File: src/rtl/brsd_pkg.sv
// Types and constants shared by the blitter run-length span decoder.
package brsd_pkg;

  localparam int unsigned MaxBitmaps = 8;
  localparam int unsigned FifoDepth  = 4;
  localparam int unsigned FifoAw     = $clog2(FifoDepth);

  localparam logic [9:0]  CursorMax  = 10'd1023;
  localparam logic [10:0] SideLimit  = 11'd256;
  localparam logic [8:0]  SideLen    = 9'd256;

  typedef enum logic [1:0] {
    CMD_START  = 2'd0,
    CMD_STREAM = 2'd1,
    CMD_LAYER  = 2'd2,
    CMD_CLEAR  = 2'd3
  } cmd_e;

  typedef enum logic [1:0] {
    KIND_DRAW    = 2'd0,
    KIND_FILL    = 2'd1,
    KIND_STOP    = 2'd2,
    KIND_OVERRUN = 2'd3
  } kind_e;

  typedef enum logic [1:0] {
    PH_OPCODE = 2'd0,
    PH_LAYER  = 2'd1,
    PH_COLUMN = 2'd2,
    PH_COUNT  = 2'd3
  } phase_e;

  typedef enum logic [1:0] {
    REG_DEST_X  = 2'd0,
    REG_DEST_Y  = 2'd1,
    REG_PRESENT = 2'd2
  } reg_e;

  localparam logic [3:0] OpStop    = 4'h0;
  localparam logic [3:0] OpShortHi = 4'hb;
  localparam logic [3:0] OpCount   = 4'hc;
  localparam logic [3:0] OpMove    = 4'hd;
  localparam logic [3:0] OpLayer   = 4'he;
  localparam logic [3:0] OpLine    = 4'hf;

  typedef struct packed {
    kind_e       kind;
    logic [7:0]  span_x;
    logic [7:0]  span_y;
    logic [8:0]  span_len;
    logic [3:0]  pen;
    logic [7:0]  write_enable;
    logic [15:0] fill_start;
    logic        last;
  } res_t;

endpackage

File: src/rtl/blitter_rle_span_decoder.sv
// Blitter run-length span decoder: stream bytes in, span and fill words out.
//
// Input channel (s_axis): one word per cycle while ready. tuser carries the command
// (start run, stream byte, set layer mask, clear with pen), tdata the byte, tlast marks
// the last byte held in source memory. Output channel (m_axis): tuser is the result kind
// (draw span, fill to bitmap end, run stopped, source overrun), tlast marks the last
// result caused by one input word, tdata packs the span and fill fields.
// Configuration: cfg_we_i writes cfg_data_i into register cfg_idx_i (0 dest_x,
// 1 dest_y, 2 present_bitmaps); write only while both channels are idle.
// The results of a word accepted at one edge can be offered from the next cycle on.
// Throughput: one input word per cycle while s_axis_tready is high; the decode is a
// single combinational pass into a 4-entry result queue. A word causing two results
// (span plus overrun) pushes two queue entries, and s_axis_tready drops while fewer than
// two queue entries are free, so a stalled receiver back-pressures the input.
// Reset: run idle, cursor at 0, layer mask clear, dest_x/dest_y 0, present_bitmaps 8,
// result queue empty.
module blitter_rle_span_decoder (
  input  logic        clk_i,
  input  logic        rst_ni,
  // slave side
  input  logic        s_axis_tvalid,
  output logic        s_axis_tready,
  input  logic [7:0]  s_axis_tdata,   // data_byte
  input  logic [1:0]  s_axis_tuser,   // command
  input  logic        s_axis_tlast,   // source_end
  // master side
  output logic        m_axis_tvalid,
  input  logic        m_axis_tready,
  output logic [55:0] m_axis_tdata,   // span_x, span_y, span_len, pen, write_enable,
                                      // fill_start, zero pad
  output logic [1:0]  m_axis_tuser,   // kind
  output logic        m_axis_tlast,   // last
  // configuration
  input  logic        cfg_we_i,
  input  logic [1:0]  cfg_idx_i,
  input  logic [7:0]  cfg_data_i
);
  import brsd_pkg::*;

  logic [7:0]  dest_x_q, dest_y_q;
  logic [3:0]  present_q;
  logic        running_q, running_d;
  phase_e      phase_q, phase_d;
  logic [3:0]  lpen_q, lpen_d;
  logic [9:0]  cx_q, cx_d;
  logic [9:0]  cy_q, cy_d;
  logic [7:0]  lmask_q, lmask_d;

  res_t              fifo_q [FifoDepth];
  logic [FifoAw-1:0] wr_ptr_q, rd_ptr_q;
  logic [FifoAw:0]   cnt_q, cnt_d;

  logic        accept, pop;
  cmd_e        cmd;
  logic [7:0]  enables;
  logic [3:0]  n_bm;
  logic        draw_go;
  logic [7:0]  draw_cnt;
  logic [3:0]  draw_pen;
  logic [10:0] draw_end;
  logic        v0, v1;
  res_t        r0, r1;
  logic [1:0]  n_push;

  assign cmd    = cmd_e'(s_axis_tuser);
  assign accept = s_axis_tvalid && s_axis_tready;
  assign pop    = m_axis_tvalid && m_axis_tready;

  // write enables: inverted layer mask within the fitted bitmaps
  always_comb begin
    n_bm = (present_q > 4'(MaxBitmaps)) ? 4'(MaxBitmaps) : present_q;
    for (int i = 0; i < 8; i++) begin
      enables[i] = !lmask_q[i] && (4'(i) < n_bm);
    end
  end

  assign draw_end = {1'b0, cx_q} + {3'b000, draw_cnt};

  always_comb begin
    running_d = running_q;
    phase_d   = phase_q;
    lpen_d    = lpen_q;
    cx_d      = cx_q;
    cy_d      = cy_q;
    lmask_d   = lmask_q;
    draw_go   = 1'b0;
    draw_cnt  = s_axis_tdata;
    draw_pen  = lpen_q;
    v0        = 1'b0;
    v1        = 1'b0;
    r0        = '0;
    r1        = '0;
    r1.kind   = KIND_OVERRUN;
    r1.last   = 1'b1;

    unique case (cmd)
      CMD_START: begin
        running_d = 1'b1;
        phase_d   = PH_OPCODE;
        cx_d      = {2'b00, dest_x_q};
        cy_d      = {2'b00, dest_y_q};
      end
      CMD_LAYER: lmask_d = s_axis_tdata;
      CMD_CLEAR: begin
        v0              = 1'b1;
        r0.kind         = KIND_FILL;
        r0.span_x       = dest_x_q;
        r0.span_y       = dest_y_q;
        r0.pen          = s_axis_tdata[7:4];
        r0.write_enable = enables;
        r0.fill_start   = {dest_y_q, dest_x_q};
        r0.last         = 1'b1;
      end
      CMD_STREAM: begin
        if (running_q) begin
          unique case (phase_q)
            PH_OPCODE: begin
              if (s_axis_tdata[3:0] == OpStop) begin
                running_d = 1'b0;
                v0        = 1'b1;
                r0.kind   = KIND_STOP;
                r0.last   = 1'b1;
              end else if (s_axis_tdata[3:0] <= OpShortHi) begin
                draw_go  = 1'b1;
                draw_cnt = {4'h0, s_axis_tdata[3:0]};
                draw_pen = s_axis_tdata[7:4];
              end else if (s_axis_tdata[3:0] == OpCount) begin
                lpen_d  = s_axis_tdata[7:4];
                phase_d = PH_COUNT;
              end else if (s_axis_tdata[3:0] == OpMove) begin
                lpen_d  = s_axis_tdata[7:4];
                phase_d = PH_COLUMN;
              end else if (s_axis_tdata[3:0] == OpLayer) begin
                cx_d    = {2'b00, dest_x_q};
                phase_d = PH_LAYER;
              end else begin
                // next line
                cy_d = (cy_q == CursorMax) ? CursorMax : cy_q + 10'd1;
                cx_d = {2'b00, dest_x_q};
              end
            end
            PH_LAYER: begin
              lmask_d = s_axis_tdata;
              phase_d = PH_OPCODE;
            end
            PH_COLUMN: begin
              cx_d    = {2'b00, dest_x_q} + {2'b00, s_axis_tdata};
              phase_d = PH_COUNT;
            end
            PH_COUNT: begin
              phase_d = PH_OPCODE;
              draw_go = 1'b1;
            end
            default: phase_d = PH_OPCODE;
          endcase

          if (draw_go) begin
            cx_d = draw_end[10] ? CursorMax : draw_end[9:0];
            if (draw_cnt != 8'd0 && cx_q[9:8] == 2'b00 && cy_q[9:8] == 2'b00) begin
              v0              = 1'b1;
              r0.kind         = KIND_DRAW;
              r0.span_x       = cx_q[7:0];
              r0.span_y       = cy_q[7:0];
              r0.span_len     = (draw_end >= SideLimit) ? SideLen - {1'b0, cx_q[7:0]}
                                                        : draw_end[8:0] - {1'b0, cx_q[7:0]};
              r0.pen          = draw_pen;
              r0.write_enable = enables;
              r0.last         = !s_axis_tlast;
            end
          end

          // a stop word ends the run before the source end check
          if (s_axis_tlast && !(phase_q == PH_OPCODE && s_axis_tdata[3:0] == OpStop)) begin
            running_d = 1'b0;
            phase_d   = PH_OPCODE;
            v1        = 1'b1;
          end
        end
      end
      default: ;
    endcase
  end

  // result queue: up to two words pushed, one popped per cycle while m_axis_tready is high
  assign n_push        = accept ? ({1'b0, v0} + {1'b0, v1}) : 2'd0;
  assign s_axis_tready = (cnt_q <= (FifoAw + 1)'(FifoDepth - 2));
  assign m_axis_tvalid = (cnt_q != '0);
  assign cnt_d         = cnt_q + {{(FifoAw - 1){1'b0}}, n_push} - {{FifoAw{1'b0}}, pop};

  always_ff @(posedge clk_i) begin
    if (accept && (v0 || v1)) begin
      fifo_q[wr_ptr_q] <= v0 ? r0 : r1;
    end
    if (accept && v0 && v1) begin
      fifo_q[wr_ptr_q + FifoAw'(1)] <= r1;
    end
  end

  always_ff @(posedge clk_i or negedge rst_ni) begin
    if (!rst_ni) begin
      dest_x_q  <= '0;
      dest_y_q  <= '0;
      present_q <= 4'd8;
      running_q <= 1'b0;
      phase_q   <= PH_OPCODE;
      lpen_q    <= '0;
      cx_q      <= '0;
      cy_q      <= '0;
      lmask_q   <= '0;
      wr_ptr_q  <= '0;
      rd_ptr_q  <= '0;
      cnt_q     <= '0;
    end else begin
      if (cfg_we_i) begin
        unique case (cfg_idx_i)
          REG_DEST_X:  dest_x_q  <= cfg_data_i;
          REG_DEST_Y:  dest_y_q  <= cfg_data_i;
          REG_PRESENT: present_q <= cfg_data_i[3:0];
          default: ;
        endcase
      end
      if (accept) begin
        running_q <= running_d;
        phase_q   <= phase_d;
        lpen_q    <= lpen_d;
        cx_q      <= cx_d;
        cy_q      <= cy_d;
        lmask_q   <= lmask_d;
      end
      wr_ptr_q <= wr_ptr_q + FifoAw'(n_push);
      if (pop) begin
        rd_ptr_q <= rd_ptr_q + FifoAw'(1);
      end
      cnt_q <= cnt_d;
    end
  end

  res_t head;
  assign head          = fifo_q[rd_ptr_q];
  assign m_axis_tuser  = head.kind;
  assign m_axis_tlast  = head.last;
  assign m_axis_tdata  = {3'b000, head.fill_start, head.write_enable, head.pen,
                          head.span_len, head.span_y, head.span_x};

endmodule

File: config.mk
export PLATFORM = sky130hd
export DESIGN_NAME = blitter_rle_span_decoder
export DESIGN_NICKNAME = d
export VERILOG_FILES = /design/src/rtl/brsd_pkg.sv /design/src/rtl/blitter_rle_span_decoder.sv
export SDC_FILE = /design/constraint.sdc
export NUM_CORES = 1
export LEC_CHECK = 0
export BUFFER_PORTS_ARGS = -buffer_cell sky130_fd_sc_hd__buf_4
export CAP_MARGIN = 20
export CORE_ASPECT_RATIO = 0.6
export CORE_UTILIZATION = 38
export CTS_CLUSTER_DIAMETER = 80
export CTS_CLUSTER_SIZE = 8
export DETAILED_ROUTE_END_ITERATION = 12
export GPL_ROUTABILITY_DRIVEN = 0
export SKIP_LAST_GASP = 1
export SYNTH_ARGS = -nofsm -noshare
export SYNTH_HDL_FRONTEND = slang
export SYNTH_SLANG_ARGS = --single-unit
export TNS_END_PERCENT = 100
File: constraint.sdc
create_clock -name clk_i -period 4.6 [get_ports clk_i]
set_clock_uncertainty 0.1 [all_clocks]
set_input_delay 0 -clock clk_i [delete_from_list [all_inputs] [get_ports clk_i]]
set_output_delay 0 -clock clk_i [all_outputs]
set_load 0.02 [all_outputs]
==> impl_metrics.env <==
export IMPL_outcome="finished, violations left"
export IMPL_failing_checks="design-rule violations"
export IMPL_global_route_usage_total_pct=23.4
export IMPL_numClockSinks=286
export IMPL_clock_tree_root_cell="clkbuf_16"
export IMPL_critPathArrivalTime_ns=4.83
export IMPL_maxSlewHeadroom_pct=23.2
export IMPL_post_drt_via_cell_ratio=5.59
export IMPL_worst_path_max_fanout=5
export IMPL_cp_data_required_time_ns=4.94
export IMPL_place_detailed_instances=1999
export IMPL_antenna_cells=0
export IMPL_clockBufferDepth=3
export IMPL_netlist_instances=1502
export IMPL_fillCellCount=3379
export IMPL_period_needed_ns=4.49
export IMPL_endpoint_kind="flop"
export IMPL_finalCritPeriodShare_pct=97.6
export IMPL_syn2layout_area_growth_pct=20.8
export IMPL_layout_area_seq_um2=6040
export IMPL_setup_slack_ns=0.108
export IMPL_worst_setup_path_type="reg2reg"
export IMPL_mappedNetlistArea_um2=13700
export IMPL_count_of_different_cell_masters_after_synthesis=62
export IMPL_fraction_of_layout_instances_using_a_drive_strength_above_1_pct=19.2
export IMPL_p_leak_uw=0.00662
export IMPL_grt_remaining_overflow=0
export IMPL_kind_of_cell_with_the_highest_combined_delay_on_the_critical_path="compound AO/OA/AOI/OAI gates"
export IMPL_drc=4
export IMPL_start_util_pct=38.8
export IMPL_overall_die_width_um=247
export IMPL_synthArstFlopShare_pct=21.7
export IMPL_final_nets=1680
export IMPL_timing_critical_path_buf_inv=4
export IMPL_setup_violations_final=0
export IMPL_setup_worst_path_start_class="flop"
export IMPL_ys_warn_count=0
export IMPL_worstMarginPinSlew_ns=1.14
export IMPL_fp_coreArea_um2=35200
export IMPL_cts_tree="built"
export IMPL_final_hold_viol_count=0
export IMPL_hpwlAfterDp_um=29100
export IMPL_timing_critical_path_slowest_stage_cell="dfrtp_1"
export IMPL_row_count=53
export IMPL_number_of_clock_buffers_inserted_by_tritoncts=41
export IMPL_multi_input_comb_area_um2=7200
export IMPL_preCtsSetupSlack_ns=-0.166
export IMPL_die_h_um=149
export IMPL_synth_edf_count=0
export IMPL_final_max_slew_viol_count=0
export IMPL_ys_seq_area_share_pct=44.2
export IMPL_insertion_delay_ns=0.54
export IMPL_h_tree_depth=2
export IMPL_antenna_found_initial=3
export IMPL_detail_route_first_pass_iterations=11
export IMPL_critical_path_max_stage_delay_ns=0.38
export IMPL_routed_via_count=11700
export IMPL_worst_hold_check_path_type="in2async"
export IMPL_total_power_draw_uw=12100
export IMPL_pin_count=87
export IMPL_postRouteAntennaNets=0
export IMPL_wl_per_cell_um=20.4
export IMPL_worstPathCellList="inv_2, ha_4, and3_4, nand2_4, and2_4, ha_4, buf_4, o211ai_1, or2_4, a221oi_2, buf_4, a211oi_4, inv_2, nor2_1, ha_1, a21oi_1, o21ai_1, a21o_1, a21o_1, a41oi_4, a21oi_4, xnor2_2, o32ai_2"
export IMPL_syn_avg_cell_area_um2=9.09
export IMPL_grt_first_pass_wirelength_um=65900
export IMPL_port_buffers=83
export IMPL_synth_ff_latch_count=286
export IMPL_floorplan_die_area_um2=36700
export IMPL_initialDrtViolationCount=1140
export IMPL_worst_setup_hold_path_clk_slew_ns=0.05
export IMPL_routed_wirelength_um=42600
export IMPL_final_cell_count_no_fill=2093
export IMPL_max_cap_viol_count=0
export IMPL_grt_start_max_net_pins=63
export IMPL_hold_ws_ns=0.00744
export IMPL_first_global_vias=11200
export IMPL_achievable_frequency_mhz=223
export IMPL_postSynth_topFlopCell="dfxtp_1"
export IMPL_power_per_cell_area_nw_per_um2=733
export IMPL_ir_drop_v=0.000359
flip-flops by register name (all words and copies together) (netlist names), 2 cells and up:
| signal | cells |
|---|---|
| cx_q | 10 |
| present_q | 4 |
| lmask_q | 8 |
| wr_ptr_q | 2 |
| dest_y_q | 8 |
| dest_x_q | 8 |
| fifo_q | 224 |
| cy_q | 10 |
| rd_ptr_q | 2 |
| phase_q | 2 |
| cnt_q | 3 |
| lpen_q | 4 |
worst reg2reg max path, stage by stage (launching register included):
cell and delay (ns):
dfrtp_1 0.38, inv_2 0.09, ha_4 0.14, and3_4 0.19, nand2_4 0.07, and2_4 0.18, ha_4 0.28, buf_4 0.12
o211ai_1 0.15, or2_4 0.31, a221oi_2 0.28, buf_4 0.17, a211oi_4 0.05, inv_2 0.10, nor2_1 0.06, ha_1 0.34
a21oi_1 0.13, o21ai_1 0.11, a21o_1 0.20, a21o_1 0.20, a41oi_4 0.24, a21oi_4 0.12, xnor2_2 0.16, o32ai_2 0.24
routing by layer:
layer  track usage [%]  share of wire, %
met1              35.1                49
met2              34.0                42
met3              5.25               7.4
met4              5.28               1.7
met5                 0                 0
metrics by stage:
stage | util, % | TNS (ns) | area (µm²)
after floorplan | - | 0 | 13700
after global placement | 42.4 | -0.293 | 14900
after detailed placement | 42.4 | -1.49 | 14900
after CTS | 46.5 | 0 | 16400
after global routing | 46.8 | -0.124 | 16500
final | 46.8 | 0 | 16500
layout by cell type (no fill, tap or decap), types with 11 or more instances in the layout:
| master | synthesis | final |
|---|---|---|
| nor2_1 | 256 | 255 |
| dfxtp_1 | 224 | 224 |
| nand2_1 | 185 | 181 |
| a21oi_1 | 159 | 157 |
| buf_4 | 3 | 130 |
| a211oi_1 | 86 | 86 |
| dfrtp_1 | 61 | 59 |
| mux4_2 | 56 | 56 |
| o21ai_0 | 44 | 42 |
| clkbuf_16 | 0 | 41 |
| ha_1 | 36 | 33 |
| dlygate4sd3_1 | 0 | 31 |
| inv_1 | 33 | 30 |
| mux2_2 | 29 | 29 |
| nand3_1 | 24 | 23 |
| nor3_1 | 22 | 18 |
| a21boi_0 | 19 | 18 |
| o22ai_1 | 12 | 12 |
| and2_1 | 15 | 11 |
| a211o_1 | 11 | 11 |
| clkbuf_1 | 76 | 11 |
layout make-up:
| class | instances | area share [%] |
|---|---|---|
| Clock buffer | 53 | 6.56 |
| Clock inverter | 2 | 0.106 |
| Timing Repair Buffer | 171 | 8.73 |
| Sequential cell | 286 | 36.6 |
| Inverter | 33 | 0.751 |
| Multi-Input combinational cell | 1081 | 43.7 |
| Tap cell | 467 | 3.54 |
worst paths after layout:
| path | from | to | slack (ns) | depth (start not counted) |
|---|---|---|---|---|
| min reg2reg | fifo_q[2][20] | fifo_q[2][20] | 0.35 | 2 |
| max | phase_q[1] | fifo_q[0][36] | 0.11 | 23 |
| max in group asynchronous | rst_ni | rd_ptr_q[0] | 3.79 | 2 |
| min | rst_ni | cnt_q[0] | 0.007 | 2 |
| min in group clk_i | cfg_data_i[4] | dest_y_q[4] | 0.15 | 3 |
| max reg2reg | phase_q[1] | fifo_q[0][36] | 0.11 | 23 |
synth_stat cells (all sizes together) (3+ instances only):
cell | n | area [µm²]
a211o | 11 | 96.3
a211oi | 87 | 666
a21boi | 19 | 143
a21o | 10 | 75.1
a21oi | 160 | 812
a221oi | 3 | 26.3
a22oi | 4 | 30.0
a31oi | 5 | 31.3
and2 | 15 | 93.8
and3 | 10 | 62.6
buf | 26 | 134
clkbuf | 78 | 295
dfrtp | 61 | 1530
dfxtp | 224 | 4480
fa | 4 | 80.1
ha | 36 | 450
inv | 33 | 124
mux2 | 29 | 327
mux2i | 4 | 40.0
mux4 | 56 | 1260
nand2 | 185 | 694
nand3 | 24 | 120
nor2 | 256 | 961
nor2b | 7 | 43.8
nor3 | 22 | 110
nor3b | 3 | 22.5
nor4 | 6 | 52.6
o211ai | 6 | 45.0
o21a | 4 | 30.0
o21ai | 45 | 225
o22ai | 12 | 75.1
o32ai | 4 | 42.6
or2 | 3 | 18.8
or3 | 4 | 30.0
xnor2 | 11 | 96.3
xor2 | 10 | 87.6
power by group:
part           internal (µW)  switching (µW)  total, µW
combinational           2510            2670       5180
sequential              3440             763       4210
clock                   1620            1080       2690
total                   7570            4510      12100
kinds of logic (layout without fill, tap and decap cells):
| family | Yosys count | count (layout) | share of synthesized area (%) |
|---|---|---|---|
| simple gates | 542 | 542 | 16.5 |
| xor+xnor | 21 | 21 | 1.35 |
| flops | 286 | 286 | 44.2 |
| fa+ha+maj | 40 | 40 | 3.89 |
| mux | 89 | 89 | 11.9 |
| buf+inv | 137 | 259 | 4.05 |
| other cells | 1 | 3 | 0.0275 |
| compound gates | 386 | 386 | 18.0 |
repair_timing:
item / in CTS / in global routing
hold buffers: 31 / 0
gates resized for setup: 5 / 21
pin swaps: 1 / 10
setup buffers: 2 / 3
setup endpoints to repair: 15 / 23
cloned: 0 / 0
endpoints found under the hold margin: 119 / 0
(Power assumes the default switching activity.)
